==> config.mk <==
export PLATFORM = sky130hd
export DESIGN_NAME = rse_queue
export DESIGN_NICKNAME = d
export VERILOG_FILES = /design/src/hw/rtl/rse_pkg.sv /design/src/hw/rtl/rse_queue.sv
export SDC_FILE = /design/constraint.sdc
export NUM_CORES = 1
export LEC_CHECK = 0
export ABC_CLOCK_PERIOD_IN_PS = 5100
export BUFFER_PORTS_ARGS = -buffer_cell sky130_fd_sc_hd__buf_4
export CAP_MARGIN = 15
export CORE_MARGIN = 5
export CORE_UTILIZATION = 40
export DETAILED_ROUTE_END_ITERATION = 10
export MAX_ROUTING_LAYER = met4
export RECOVER_POWER = 25
export SETUP_SLACK_MARGIN = 0.4
export SLEW_MARGIN = 20
export SYNTH_ARGS = -nofsm -noshare
export SYNTH_HDL_FRONTEND = slang
export SYNTH_SLANG_ARGS = --single-unit
==> constraint.sdc <==
create_clock -name clk -period 5.1 [get_ports clk]
set_input_delay 0 -clock clk [delete_from_list [all_inputs] [get_ports clk]]
set_output_delay 0 -clock clk [all_outputs]
set_load 0.05 [all_outputs]
==> src/hw/rtl/rse_pkg.sv <==
`timescale 1ns / 1ps
// ----------------------------------------------------------------------------
// rse_pkg: shared types and constants for the rotation spline evaluator
// Segment count, fixed-point widths, the table address split and the
// command format that the front end hands to the back end.
// ----------------------------------------------------------------------------
package rse_pkg;

  localparam int SEGMENTS       = 4;
  localparam int TIME_FRAC_BITS = 16;
  localparam int TIME_W         = 20;
  localparam int SEG_W          = 2;
  localparam int QBITS          = 28;
  localparam int COEF_WORDS     = 12;
  localparam int MAT_WORDS      = 9;
  localparam int COEF_DEPTH     = SEGMENTS * COEF_WORDS;
  localparam int MAT_DEPTH      = SEGMENTS * MAT_WORDS;
  localparam int COEF_AW        = $clog2(COEF_DEPTH);
  localparam int MAT_AW         = $clog2(MAT_DEPTH);
  localparam int KW             = TIME_W - TIME_FRAC_BITS;

  localparam logic [1:0] ST_WRITTEN = 2'd0;
  localparam logic [1:0] ST_EVAL    = 2'd1;
  localparam logic [1:0] ST_PASTEND = 2'd2;
  localparam logic [1:0] ST_ZERO    = 2'd3;

  typedef enum logic [1:0] {
    CMD_WRITE,
    CMD_EVAL,
    CMD_PAST
  } cmd_kind_t;

  typedef struct packed {
    cmd_kind_t                 kind;
    logic                      wr_coef;
    logic                      wr_mat;
    logic [COEF_AW-1:0]        coef_addr;
    logic [MAT_AW-1:0]         mat_addr;
    logic signed [31:0]        value;
    logic [SEG_W-1:0]          seg;
    logic [TIME_FRAC_BITS:0]   tau;
  } cmd_t;

  typedef logic signed [31:0] word_t;

endpackage

==> src/hw/rtl/rse_queue.sv <==
`timescale 1ns / 1ps
// ----------------------------------------------------------------------------
// rse_queue: two-entry command queue
// Decouples the front end from the back end.
// ----------------------------------------------------------------------------
module rse_queue (
  input  logic           clk,
  input  logic           rst_n,
  input  logic           push,
  input  rse_pkg::cmd_t  push_data,
  output logic           full,
  input  logic           pop,
  output logic           not_empty,
  output rse_pkg::cmd_t  head
);
  import rse_pkg::*;

  cmd_t       mem_r [2];
  logic       wp_r, rp_r;
  logic [1:0] cnt_r;

  assign full      = cnt_r == 2'd2;
  assign not_empty = cnt_r != 2'd0;
  assign head      = mem_r[rp_r];

  // advance pointers and count
  always_ff @(posedge clk) begin
    if (!rst_n) begin
      wp_r  <= 1'b0;
      rp_r  <= 1'b0;
      cnt_r <= 2'd0;
    end else begin
      if (push) wp_r <= ~wp_r;
      if (pop)  rp_r <= ~rp_r;
      cnt_r <= cnt_r + 2'(push) - 2'(pop);
    end
  end

  always_ff @(posedge clk) begin
    if (push) mem_r[wp_r] <= push_data;
  end

  assert property (@(posedge clk) disable iff (!rst_n) full |-> !push)
    else $error("push into full queue");
  assert property (@(posedge clk) disable iff (!rst_n) !not_empty |-> !pop)
    else $error("pop from empty queue");
  assert property (@(posedge clk) disable iff (!rst_n) cnt_r != 2'd3)
    else $error("queue count overflow");

endmodule

# Yosys cells after proc, flatten, opt, wreduce, memory -nomap -nowiden
# Memories as Yosys holds them, arrays and structs flattened. A register that Yosys moved wholly into a read port is not among the register bits.
# Cells that the tools add are included.
# W data, S select, Z words.
[word_totals]
ram_bits = 134
output_inout_bits = 69
latch_bits = 0
mem_count = 1
wordCells = 14
reg_bits = 4
inputBits = 71
mem_bits_ro = 0
[memory_table]
columns = ["name", "words", "word_bits", "rd", "rd_clocked_by_memory_dff", "wr", "line_no", "rtl"]
rows = [
  ["mem_r", 2, 67, 1, 1, 1, "rse_queue.sv:18", "cmd_t mem_r [2];"],
]
[op_classes]
eq_ne = 1
div_mod_pow = 0
n_reduce_logical = 1
bitwise_logic = 2
mul = 0
magnitude_cmp = 0
muxes = 4
n_shift = 0
add_sub_neg = 2
[ops]
columns = ["cell", "count"]
rows = [
  ["$mux W1", 4],
  ["$add A2 B1 Y2", 1],
  ["$eq A2 B2 Y1 const B", 1],
  ["$not A1 Y1", 2],
  ["$reduce_bool A2 Y1", 1],
  ["$sub A2 B1 Y2", 1],
]

# Logic depth before layout (Yosys ltp)
[logic_depth]
word_depth = 3
ltp_mapped = 6
ltp_nobuf = 6

# Least setup slack after synthesis
# OpenSTA, ideal clock, no wires.
[synth_path]
kind = "reg2reg"
start = "register wp_r"
end = "memory mem_r[0][0] in the netlist's numbering (enable)"
setup_time_ns = 0.501
arrival_time_ns = 3.304
path_stages_with_launch = 2
setup_slack_ns = 1.295
required_ns = 4.599
n_path_buf = 0
synth_period_minus_slack_ns = 3.805
path_cell_list = "dfxtp_1 -> nor2b_1"
[synth_lines]
columns = ["item", "line_no", "rtl"]
rows = [
  ["start: declaration", "rse_queue.sv:19", "logic wp_r, rp_r;"],
  ["start signal: assignment", "rse_queue.sv:33", "if (push) wp_r <= ~wp_r;"],
  ["end: declaration", "rse_queue.sv:18", ""],
]
# No word-level cell before the write port.

# Worst setup path in the final report
[layout_path]
start = "register wp_r"
end = "register wp_r"
[layout_between]
elab_chain_cells = 1
[layout_lines]
columns = ["item", "line_no"]
rows = [
  ["$not A1 Y1", "rse_queue.sv:33"],
]
# No other way between the ends.
# A chain may end at the register's enable or synchronous reset.

==> impl_metrics.tcl <==
set metrics [dict create \
    path_clk_slew_ns 0.05 \
    cts_setup_buffers 0 \
    register_area_um2 4130 \
    first_pass_iters 4 \
    drt_iter0_drc 85 \
    min_period_ns 2.51 \
    finalHoldViolations 0 \
    wl_per_cell_um 15.4 \
    dieArea_um2 15300 \
    fillerInstances 967 \
    fin_cells 636 \
    rsz0062_at_grt "false" \
    port_buffers 139 \
    status "finished clean" \
    setup_ws_ns 2.59 \
    grt_usage 0.135 \
    setup_tns_ns 0 \
    worst-setup-path-type "reg2reg" \
    path_max_fanout 35 \
    fmax_ghz 0.398 \
    slew_headroom 0.260 \
    r2r_setup_slack_ns 2.59 \
    via_count 2803 \
    avgSynthCellArea_um2 22.6 \
    place_hpwl_um 5760 \
    hold_path_end "mem_r[0][13]$_DFFE_PP_" \
    grt_start_max_net_pins 68 \
    synth_cell_types 15 \
    die_y_um 124 \
    core_um2 12700 \
    fp.dieW_um 124 \
    min-delay-start "push_data[13]" \
    fin_skew_ns 0.00368 \
    antenna_cells 0 \
    synthCells 229 \
    final_cell_mix "edfxtp_1, buf_4, dlygate4sd3_1" \
    cts_root_buf "clkbuf_16" \
    placed_cell_area_um2 6400 \
    clock_sinks 139 \
    fin_area_um2 7640 \
    final_common_cell "edfxtp_1" \
    cts_tree "built" \
    vias_per_cell 4.41 \
    ir_worst_vdd_uv 217 \
    yosysWarnings 0 \
    cap_violations 0 \
    power_density_nw_per_um2 401 \
    routed_wl_um 9780 \
    multi_input_area_um2 997 \
    r2r_end "wp_r$_SDFFE_PN0P_" \
    synth_area_um2 5170 \
    synth_seq_cells 139 \
    grt_pass1_vias 3159 \
    final_max_slew_viol_count 0 \
    antenna_found_initial 0 \
    cts_resized 0 \
    required_ns 5.45 \
    endpoint_kind "register" \
    finalCritPeriodShare 0.493 \
    cts.htree.levels 4 \
    drive_above_1_share 0.489 \
    io_pins 140 \
    hold_path_depth 2 \
    initial_utilization 0.408 \
    final_nets 525 \
    reg2regPathDepth 4 \
    start_kind "register" \
    finalSetupViolCount 0 \
    reg2reg_from "wp_r$_SDFFE_PN0P_" \
    grt_overflow_total 0 \
    insertion_delay_ns 0.40 \
    dp_slack_ns 2.98 \
    gp_congestion 0.680 \
    worstHoldPathType "in2reg" \
    finalPower_uw 3060 \
    area_growth_pct 47.6 \
    numCtsBuffers 17 \
    ctsHoldBuffers 71 \
    startpoint "wp_r$_SDFFE_PN0P_" \
    antenna_left 0 \
    rows 41 \
    clock_path_buffers 2 \
    dp_cells 534 \
    worstMarginPinSlew_ns 1.11 \
    power_leakage_uw 0.00295 \
    cp.arrival_ns 2.86 \
    synth_nets 302 \
    ys_seq_area_frac 0.797 \
    drc 0 \
    grt_pass1_wl_um 14900 \
]
## through the flow
stage | utilization | hold WS, ns
detailed placement | 0.505 | 0.187
global placement | 0.505 | 0.186
finish | 0.603 | 0.323
CTS | 0.606 | 0.293
floorplan | - | 0.0989
global route | 0.603 | 0.322
## cells by family after synthesis
logic type | after synthesis | synth area share
AO/OA/AOI/OAI | 1 | 0.00145
XOR/XNOR | 2 | 0.00604
adder cells (fa/ha/maj) | 2 | 0.00483
buffers and inverters | 9 | 0.0123
flip-flops | 139 | 0.797
multiplexers | 67 | 0.168
AND/OR/NAND/NOR | 9 | 0.0109
## Yosys cell counts (all sizes together)
cell type	n	area share
edfxtp	134	0.78
mux2	67	0.17
buf	7	0.011
dfxtp	5	0.019
and2	4	0.0048
nor2b	4	0.0048
ha	2	0.0048
inv	2	0.0015
o21a	1	0.0015
or2	1	0.0012
xnor3	1	0.0044
xor2	1	0.0017
## where the power goes
| group | switching [uW] | internal, uW | leakage (uW) |
|---|---|---|---|
| sequential | 39.8 | 1320 | 0.00130 |
| clock | 414 | 756 | 0.000282 |
| combinational | 307 | 225 | 0.00137 |
| total | 762 | 2300 | 0.00295 |
## routing by layer
metal / wire [um] / part of all wire / GRT usage / up-vias
met3: 652 / 0.067 / 0.0472 / 13
met5: 0 / 0 / - / -
met1: 4040 / 0.41 / 0.147 / 1355
li1: - / - / - / 1347
met2: 4950 / 0.51 / 0.223 / 88
met4: 138 / 0.014 / 0.0623 / 0
## flip-flops by register name (all words and copies together), names as in the netlist, named ones only
name	flops
cnt_r	2
rp_r	1
mem_r	134
wp_r	1
## worst max path at each step
stage	end	slack, ns	depth (start not counted)
6_report	wp_r$_SDFFE_PN0P_	2.59	4
5_1_grt	wp_r$_SDFFE_PN0P_	2.40	4
4_1_cts	wp_r$_SDFFE_PN0P_	2.54	4
3_5_place_dp	mem_r[0][15]$_DFFE_PP_	2.98	2
3_3_place_gp	mem_r[0][15]$_DFFE_PP_	2.97	2
2_1_floorplan	mem_r[0][0]$_DFFE_PP_	1.29	1
## worst max-delay path, stage by stage, from the launching register on
cell           delay (ns)
dfxtp_1              0.34
nor2b_4              0.79
buf_4                0.56
o21a_1               0.19
dlygate4sd3_1        0.54
## layout make-up
class	count	share of cell area
Timing Repair Buffer	211	0.226
Clock buffer	20	0.0572
Tap cell	172	0.0282
Multi-Input combinational cell	81	0.131
Inverter	2	0.000983
Clock inverter	11	0.0167
Sequential cell	139	0.541
(Power assumes the default switching activity.)
