### config.mk
export PLATFORM = sky130hd
export DESIGN_NAME = rse_front
export DESIGN_NICKNAME = d
export VERILOG_FILES = /design/src/hw/rtl/rse_pkg.sv /design/src/hw/rtl/rse_front.sv
export SDC_FILE = /design/constraint.sdc
export NUM_CORES = 1
export LEC_CHECK = 0
export CAP_MARGIN = 25
export CORE_AREA = 3 3 47 49
export DETAILED_ROUTE_END_ITERATION = 12
export DIE_AREA = 0 0 50 52
export DONT_BUFFER_PORTS = 1
export PLACE_DENSITY = 0.64
export SETUP_SLACK_MARGIN = 0.15
export SYNTH_ARGS = -nofsm -noshare
export SYNTH_HDL_FRONTEND = slang
export SYNTH_SLANG_ARGS = --single-unit
### constraint.sdc
create_clock -name vclk -period 1.9
set_input_delay 0.095 -clock vclk [all_inputs]
set_output_delay 0.095 -clock vclk [all_outputs]
set_load 0.01 [all_outputs]
### src/hw/rtl/rse_pkg.sv
`timescale 1ns / 1ps
// ----------------------------------------------------------------------------
// rse_pkg: shared types and constants for the rotation spline evaluator
// Segment count, fixed-point widths, the table address split and the
// command format that the front end hands to the back end.
// ----------------------------------------------------------------------------
package rse_pkg;

  localparam int SEGMENTS       = 4;
  localparam int TIME_FRAC_BITS = 16;
  localparam int TIME_W         = 20;
  localparam int SEG_W          = 2;
  localparam int QBITS          = 28;
  localparam int COEF_WORDS     = 12;
  localparam int MAT_WORDS      = 9;
  localparam int COEF_DEPTH     = SEGMENTS * COEF_WORDS;
  localparam int MAT_DEPTH      = SEGMENTS * MAT_WORDS;
  localparam int COEF_AW        = $clog2(COEF_DEPTH);
  localparam int MAT_AW         = $clog2(MAT_DEPTH);
  localparam int KW             = TIME_W - TIME_FRAC_BITS;

  localparam logic [1:0] ST_WRITTEN = 2'd0;
  localparam logic [1:0] ST_EVAL    = 2'd1;
  localparam logic [1:0] ST_PASTEND = 2'd2;
  localparam logic [1:0] ST_ZERO    = 2'd3;

  typedef enum logic [1:0] {
    CMD_WRITE,
    CMD_EVAL,
    CMD_PAST
  } cmd_kind_t;

  typedef struct packed {
    cmd_kind_t                 kind;
    logic                      wr_coef;
    logic                      wr_mat;
    logic [COEF_AW-1:0]        coef_addr;
    logic [MAT_AW-1:0]         mat_addr;
    logic signed [31:0]        value;
    logic [SEG_W-1:0]          seg;
    logic [TIME_FRAC_BITS:0]   tau;
  } cmd_t;

  typedef logic signed [31:0] word_t;

endpackage

### src/hw/rtl/rse_front.sv
`timescale 1ns / 1ps
// ----------------------------------------------------------------------------
// rse_front: input classification
// Decodes each input beat into a write, evaluate or past-end command and works out
// the segment and local time.
// ----------------------------------------------------------------------------
module rse_front (
  input  logic                          in_func,
  input  logic [1:0]                    in_segment,
  input  logic [4:0]                    in_word_index,
  input  logic signed [31:0]            in_word_value,
  input  logic [rse_pkg::TIME_W-1:0]    in_time_q16,
  output rse_pkg::cmd_t                 cmd
);
  import rse_pkg::*;

  logic [TIME_W-1:0] tm1;
  logic [KW-1:0]     k;
  logic [TIME_W-1:0] kshift;
  logic [TIME_W-1:0] tau_full;
  logic              seg_ok;
  logic [6:0]        cidx;
  logic [6:0]        midx;

  always_comb begin
    tm1      = in_time_q16 - TIME_W'(1);
    k        = (in_time_q16 == '0) ? '0 : tm1[TIME_W-1:TIME_FRAC_BITS];
    kshift   = TIME_W'(k) << TIME_FRAC_BITS;
    tau_full = in_time_q16 - kshift;
    seg_ok   = 32'(in_segment) < SEGMENTS;
    cidx     = 7'(in_segment) * 7'(COEF_WORDS) + 7'(in_word_index);
    midx     = 7'(in_segment) * 7'(MAT_WORDS) + 7'(in_word_index) - 7'(COEF_WORDS);

    cmd           = '0;
    cmd.value     = in_word_value;
    cmd.coef_addr = cidx[COEF_AW-1:0];
    cmd.mat_addr  = midx[MAT_AW-1:0];
    cmd.seg       = k[SEG_W-1:0];
    cmd.tau       = tau_full[TIME_FRAC_BITS:0];
    if (!in_func) begin
      cmd.kind    = CMD_WRITE;
      cmd.wr_coef = seg_ok && (in_word_index < 5'(COEF_WORDS));
      cmd.wr_mat  = seg_ok && (in_word_index >= 5'(COEF_WORDS))
                    && (in_word_index < 5'(COEF_WORDS + MAT_WORDS));
    end else if (32'(k) >= SEGMENTS) begin
      cmd.kind = CMD_PAST;
    end else begin
      cmd.kind = CMD_EVAL;
    end
  end

endmodule

# Yosys cells after proc, flatten, opt, wreduce, memory -nomap -nowiden
# Index checks and enable logic that the tools add are counted.
# totals
input_bits	60
regBits	0
output_inout_bits	67
word_cells	17
# op_classes
add_sub_neg	5
mul	2
mux	4
order_cmp	4
n_reduce_logical	2
# ops
operator	count
20-bit zero test	1
20-bit by 1-bit subtractor with 20-bit output, second input constant	1
17-bit subtractor	1
6-bit by 5-bit adder with 6-bit output	2
2-bit by 4-bit multiplier with 6-bit output, second input constant	1
2-bit 2-to-1 mux	3
6-bit by 4-bit subtractor with 6-bit output, second input constant	1
5-bit by 4-bit greater-or-equal comparator with 1-bit output, second input constant	1
5-bit by 4-bit less-than comparator with 1-bit output, second input constant	1
5-bit less-than comparator, second input constant	1
4-bit by 3-bit greater-or-equal comparator with 1-bit output, second input constant	1
2-bit by 2-bit multiplier with 4-bit output, second input constant	1
4-bit 2-to-1 mux	1
1-bit logical AND	1

# Logic depth before layout (Yosys ltp)
# Gate-level depths: netlist of run 1.
# logic_depth
word_depth	5
mapped_depth	8
mapped_depth_nobuf	8

# Worst setup path before layout of run 1
# No wires, ideal clock.
# synth_path
kind	input to output
from	in in_segment[1]
to	out cmd[55] (netlist bit)
slack_ps	428
arrival_time_ps	1377
required_time_ps	1805
path_buffers	0
path_stages	8
path_cell_list	ha_1 -> inv_1 -> ha_1 -> inv_1 -> ha_1 -> inv_1 -> fa_1 -> xor2_1
# synth_rtl
element	line_no	source
start, declared	rse_front.sv:9	input logic [1:0] in_segment,
end, declared	rse_front.sv:13	output rse_pkg::cmd_t cmd

==> summary by stage, run 1 <==
Timing
The actual transition at the worst max-transition pin is 0.408 ns. Derived from the worst setup path, the maximum achievable clock frequency is 652 MHz. Final hold analysis gives a worst-case slack of 0.190 ns. The worst slew margin relative to its limit is 72.6%. The shortest period the worst path allows is 1.53 ns.

The final hold violation count came to 0. The summed negative setup slack over all endpoints is 0 ns. The final critical-path share of the clock period is 80.7%. The final number of max-transition violations is 0.

Setup repair after global routing left no endpoint under its margin. The final-report setup violation count is 0.

Setup path
The worst setup path is captured at a primary output. The critical path startpoint category is an input port. For the worst setup path, the data arrival time is 1.44 ns. For the worst setup path, the data required time is 1.80 ns. The worst setup path category is input port to primary output. The top fanout value on the critical path is 5.

Detailed routing
For this run, the detailed router's first-pass iteration total came to 1. In the detailed route, the total length drawn on met2 is 669 um. The routed design has 1430 um of wire. The routed wire length per instance is 16.5 um. The detail route stage leaves a number of antenna-violating nets equal to 0. Signal routing reaches up to met4. Using the TritonRoute via totals, the vias-per-cell ratio works out to 5.55. The detailed router finished its first iteration with 0 violations. The met1 wire length is 437 um. The amount of wire on met3 after detailed routing is 217 um.

The final route contains 483 vias. The residual DRC count is 0.

Synth
The number of nets produced by synthesis is 185. Yosys printed 0 warnings. The area share of the largest cell type after synthesis is 44.7%. The number of instances in the synthesized netlist is 110. Sequential cells were found to cover 0% of the synthesized design area. The post-synth design cell area is 840 um2. The distinct cell type count of the synthesized netlist is 23. The synthesized area per cell is 7.63 um2. Of all cell types, the one taking the most synthesized area is sky130_fd_sc_hd__buf_4. In the post-synthesis netlist, the biggest area contributors are sky130_fd_sc_hd__buf_4 (45%), sky130_fd_sc_hd__ha_1 (18%), sky130_fd_sc_hd__fa_1 (7.2%).

Final layout
In the final layout, flip-flops and latches occupy 0 um2. 0 antenna diodes ended up in the layout. The number of standard cells in the layout, taps in and fillers out is 87. Measured on the finished design, the core utilization comes to 26.2%.

At the end of the flow, the number of nets in the layout was 137. There are 0 flip-flops and latches. From synthesis to final layout, the design area changed by -40.7%. In the layout the commonest cells are sky130_fd_sc_hd__inv_1 (12), sky130_fd_sc_hd__ha_1 (12).

In the finished layout, the clock tree contains a buffer count of 0. The finished cells cover 498 um2. The post-route netlist has 3.33% of its cells at a drive strength greater than 1.

Outcome
The flow ran to the end, and the final reports show no timing, DRC or antenna violations.

Power
The cell leakage power is 0.000234 uW. Across the VDD grid, the largest voltage drop is 0.0777 mV. The ratio of total power to cell area is 247 nW/um2.

Worst hold path
In this run the worst hold path is classified as input port to primary output.

Clock tree
In this run, post-CTS hold repair placed 0 buffers. The post-cts resize count is 0. Once the clock tree was built, the setup fixing pass inserted 0 buffers.

Floorplanning
Row generation in the floorplan step produced 16 rows. Once the floorplan was initialized, standard cells occupied 44.1% of the core. In this run the horizontal extent of the chip is 50 um. The vertical extent of the die is 52 um. The number of ports placed on the die boundary is 127. The core region is 1900 um2. The die footprint is 2600 um2.

Placement
The global placer's final weighted congestion is 0.614. The number of input and output port buffers inserted is 0. Summing all placed instances gives a cell area of 498 um2.

The instance count after placement with tap cells included is 87. The detailed placement HPWL is 1270 um.

GRT
The initial antenna violation count came to 0. The wire length of the first global-routing pass is 2030 um. The overall routing resource usage is 9.58%.

Entering global routing, the biggest net connects 7 pins. The final global-route overflow total is 0. The number of global-route vias before repair came to 466.

Job
The count of max-cap constraint violations is 0.
-- cells by family after synthesis --
family | count (synthesis) | synth area share, %
buf+inv | 62 | 50.1
xor+xnor | 5 | 5.22
fa+ha+maj | 15 | 25.0
simple gates | 17 | 11.6
compound gates | 11 | 8.05
-- synthesized netlist by cell type, types with 2 or more instances --
cell type and instances:
sky130_fd_sc_hd__buf_4 50, sky130_fd_sc_hd__ha_1 12, sky130_fd_sc_hd__inv_1 12, sky130_fd_sc_hd__a21oi_1 3
sky130_fd_sc_hd__fa_1 3, sky130_fd_sc_hd__nor2_1 3, sky130_fd_sc_hd__nor4_1 3, sky130_fd_sc_hd__o21ai_0 3
sky130_fd_sc_hd__xnor2_1 3, sky130_fd_sc_hd__nand2_1 2, sky130_fd_sc_hd__nand3_1 2, sky130_fd_sc_hd__nor3_1 2
sky130_fd_sc_hd__xor2_1 2
-- cell type report --
type | count | area (um2)
Tap cell | 27 | 33.8
Multi-Input combinational cell | 48 | 419
Fill cell | 212 | 1400
Inverter | 12 | 45.0
-- metal layers --
metal,GRT usage [%],vias up
met5,0,-
met4,10.1,0
met3,3.15,22
met2,14.8,36
met1,9.81,215
li1,-,210
-- report_power, final --
group,switching (uW),total [uW],internal (uW)
sequential,0,0,0
combinational,73.4,123,49.5
clock,0,0,0
-- worst max-delay path, cell delays in order --
cell	delay [ns]
sky130_fd_sc_hd__ha_1	0.17
sky130_fd_sc_hd__inv_1	0.05
sky130_fd_sc_hd__ha_1	0.21
sky130_fd_sc_hd__inv_1	0.06
sky130_fd_sc_hd__ha_1	0.16
sky130_fd_sc_hd__inv_1	0.05
sky130_fd_sc_hd__fa_1	0.37
sky130_fd_sc_hd__xor2_1	0.27
-- final timing paths --
kind                          from  endpoint  slack, ns  cells after the start
setup / recovery     in_segment[1]   cmd[55]       0.37                      8
hold / removal    in_word_value[0]   cmd[19]       0.19                      0
-- metrics by stage --
| stage | total power [uW] | worst slack (ns) |
|---|---|---|
| final | 123 | 0.367 |
| after global placement | 124 | 0.391 |
| after global routing | 141 | 0.265 |
| after CTS | 126 | 0.362 |
| after floorplan | 217 | 0.428 |
| after detailed placement | 125 | 0.362 |
Power figures use the tool's default switching activity.
==> run 2, diff against run 1 <==
--- a/config.mk
+++ b/config.mk
@@ -5,12 +5,13 @@
 export SDC_FILE = /design/constraint.sdc
 export NUM_CORES = 1
 export LEC_CHECK = 0
+export ABC_AREA = 1
 export CAP_MARGIN = 25
-export CORE_AREA = 3 3 47 49
+export CORE_AREA = 3 3 48 50
 export DETAILED_ROUTE_END_ITERATION = 12
-export DIE_AREA = 0 0 50 52
+export DIE_AREA = 0 0 51 53
 export DONT_BUFFER_PORTS = 1
-export PLACE_DENSITY = 0.64
+export PLACE_DENSITY = 0.69
 export SETUP_SLACK_MARGIN = 0.15
 export SYNTH_ARGS = -nofsm -noshare
 export SYNTH_HDL_FRONTEND = slang
==> constraint.sdc (replaced) <==
create_clock -name vclk -period 1.4
set_input_delay 0.07 -clock vclk [all_inputs]
set_output_delay 0.07 -clock vclk [all_outputs]
set_load 0.01 [all_outputs]
==> summary by stage, run 2 <==
Outcome
The run finished with clean final reports.

GRT
The wire length of the first global-routing pass is 2320 um. The initial antenna violation count came to 0. After global routing the overflow that remains totals 0. In the global route stage, overall resource usage came out at 10.5%. The number of global-route vias before repair came to 591. Entering global routing, the biggest net connects 6 pins.

Final layout
Sequential cells placed in the final layout were counted as 0. The post-layout net count is 163. The post-route netlist has 26.7% of its cells at a drive strength greater than 1.

The area added between synthesis and finish is -28.0%. The clock buffer count in the final layout is 0. The storage element area is 0 um2.

The library cell used most frequently in the layout, excluding fill and tap cells, is sky130_fd_sc_hd__nor2_1. The footprint of the multi-input gates is 576 um2. Counting the fill cells in the layout gives 221.

In the layout the commonest cells are sky130_fd_sc_hd__nor2_1 (17), sky130_fd_sc_hd__inv_1 (11), sky130_fd_sc_hd__nand2_1 (8), sky130_fd_sc_hd__ha_1 (8). The repair_antennas step left the layout with diodes totalling 0. Measured on the finished design, the core utilization comes to 34.7%.

Power
For this design the ratio of total power to cell area is 337 nW/um2. The combinational power share is 100.0%. The power spent charging and discharging nets is 130 uW. The cell leakage power is 0.000295 uW. Of the total power, registers draw 0%.

The switching share of power is 57.3%. The internal power is 96.8 uW. The worst IR drop on VDD is 0.173 mV.

The clock network is responsible for 0% of the overall power.

Setup path
The most critical setup path has its endpoint at cmd[54]. STA classifies the critical path endpoint as a primary output. The data arrival at the endpoint of the critical path is 1.22 ns. The critical path startpoint category is an input port. The startpoint of the most critical setup path is in_segment[1]. At the worst endpoint, the required time is 1.33 ns. The top fanout value on the critical path is 5. The worst setup path is of the input port to primary output kind.

Detailed routing
The residual DRC count is 0. The first-pass iteration count of the detailed router is 4. The routed wire length per instance is 14.1 um. Wires add up to 1590 um.

The number of DRC markers in iteration 0 is 1. In the routed layout, each cell is associated on average with a via count of 5.27. The number of nets still failing antenna checks after routing is 0.

The total number of vias is 595.

Synth
The largest total area in the synthesized netlist belongs to sky130_fd_sc_hd__buf_4. By instance count, the leading cell after synthesis is sky130_fd_sc_hd__buf_4. The area share of the largest cell type after synthesis is 40.2%. The number of instances in the synthesized netlist is 136. The commonest cells after synthesis are sky130_fd_sc_hd__buf_4 (50), sky130_fd_sc_hd__nor2_1 (18), sky130_fd_sc_hd__inv_1 (15), sky130_fd_sc_hd__ha_1 (12), sky130_fd_sc_hd__nand2_1 (8). The synthesized area per cell is 6.87 um2. The distinct cell type count of the synthesized netlist is 21. The cell area that synthesis handed to floorplanning was 935 um2.

By area the synthesized netlist is led by sky130_fd_sc_hd__buf_4 (40%), sky130_fd_sc_hd__ha_1 (16%), sky130_fd_sc_hd__nor2_1 (7.2%). The number of nets produced by synthesis is 211. Yosys printed 0 warnings. The share of synthesized area occupied by flip-flops and latches is 0%.

Timing
The shortest period the worst path allows is 1.29 ns. Measured against its own limit, the worst slew margin works out to 74.9%. The worst path uses 91.8% of the clock period. The achievable frequency is 778 MHz. At the pin with the least slew margin, the transition time is 0.374 ns. The summed negative setup slack over all endpoints is 0 ns. The final number of max-transition violations is 0. The final hold violation count was 0. The final-report setup violation count is 0. Setup repair after global routing could not meet its margin everywhere.

Job
The count of max-cap constraint violations is 0.

Placement
The congestion estimate from routability-driven global placement came to 0.659. The wire-length estimate of the detail-placed layout is 1450 um. The number of input and output port buffers inserted is 0.

Floorplanning
The core region area is 1940 um2. The die covers 2700 um2. The floorplan has 16 rows.

The die is 51 um wide. During I/O placement, the number of pins put on the boundary was 127. The floorplan step set the die height to 53 um. For this configuration, the core starts out at a cell density of 48.1%.

Clock tree
The number of hold buffers added after cts is 0.

Worst hold path
The worst hold path belongs to the class input port to primary output. The worst min-delay path startpoint is in_word_value[29].
==> run 2: how the worst min path moves through the flow <==
stage	end	slack, ns	cells past startpoint
after floorplan	cmd[64]	0.19	1
after global placement	cmd[30]	0.14	0
after detailed placement	cmd[30]	0.14	0
after CTS	cmd[30]	0.14	0
after global routing	cmd[40]	0.14	0
final	cmd[48]	0.14	0
==> run 2: power by group through the flow <==
stage	clock, uW	combinational (uW)	sequential [uW]
floorplan	0	331	0
global placement	0	207	0
detailed placement	0	212	0
CTS	0	213	0
global route	0	254	0
finish	0	227	0
==> run 2: kinds of logic after synthesis <==
group / Yosys count / share of synthesized area, %
buf+inv: 67 / 47.0
simple gates: 41 / 21.2
fa+ha+maj: 15 / 22.5
compound gates: 8 / 4.69
xor+xnor: 5 / 4.69
==> run 2: per-layer routing <==
| layer | GRT usage, % | up-vias | wire length (um) |
|---|---|---|---|
| met2 | 21.2 | 64 | 823 |
| met1 | 8.92 | 260 | 462 |
| li1 | - | 267 | - |
| met3 | 6.20 | 4 | 294 |
| met4 | 1.35 | 0 | 12 |
| met5 | 0 | - | 0 |
==> run 2: repair_timing <==
| item | 4_1_cts | 5_1_grt |
|---|---|---|
| pin swaps | 1 | 2 |
| setup buffers | 0 | 0 |
| endpoints found under the setup margin | 3 | 4 |
| gates resized for setup | 0 | 6 |
==> run 2: critical path: stages <==
cell,delay (ns)
sky130_fd_sc_hd__ha_4,0.13
sky130_fd_sc_hd__inv_2,0.05
sky130_fd_sc_hd__ha_4,0.19
sky130_fd_sc_hd__inv_2,0.06
sky130_fd_sc_hd__ha_4,0.12
sky130_fd_sc_hd__inv_2,0.03
sky130_fd_sc_hd__fa_2,0.52
sky130_fd_sc_hd__inv_2,0.05
==> run 2: metrics by stage <==
step	instance area, um2	worst slack (ns)	instances	hold WS (ns)	power [uW]
after floorplan	982	0.121	136	0.188	331
after global placement	641	0.105	113	0.140	207
after detailed placement	641	0.0940	113	0.140	212
after CTS	641	0.0940	113	0.140	213
after global routing	673	0.0774	113	0.140	254
final	673	0.115	113	0.140	227
==> run 2: cell type report <==
class / instances / area share [%]
Inverter: 17 / 9.48
Multi-Input combinational cell: 69 / 85.5
Tap cell: 27 / 5.02
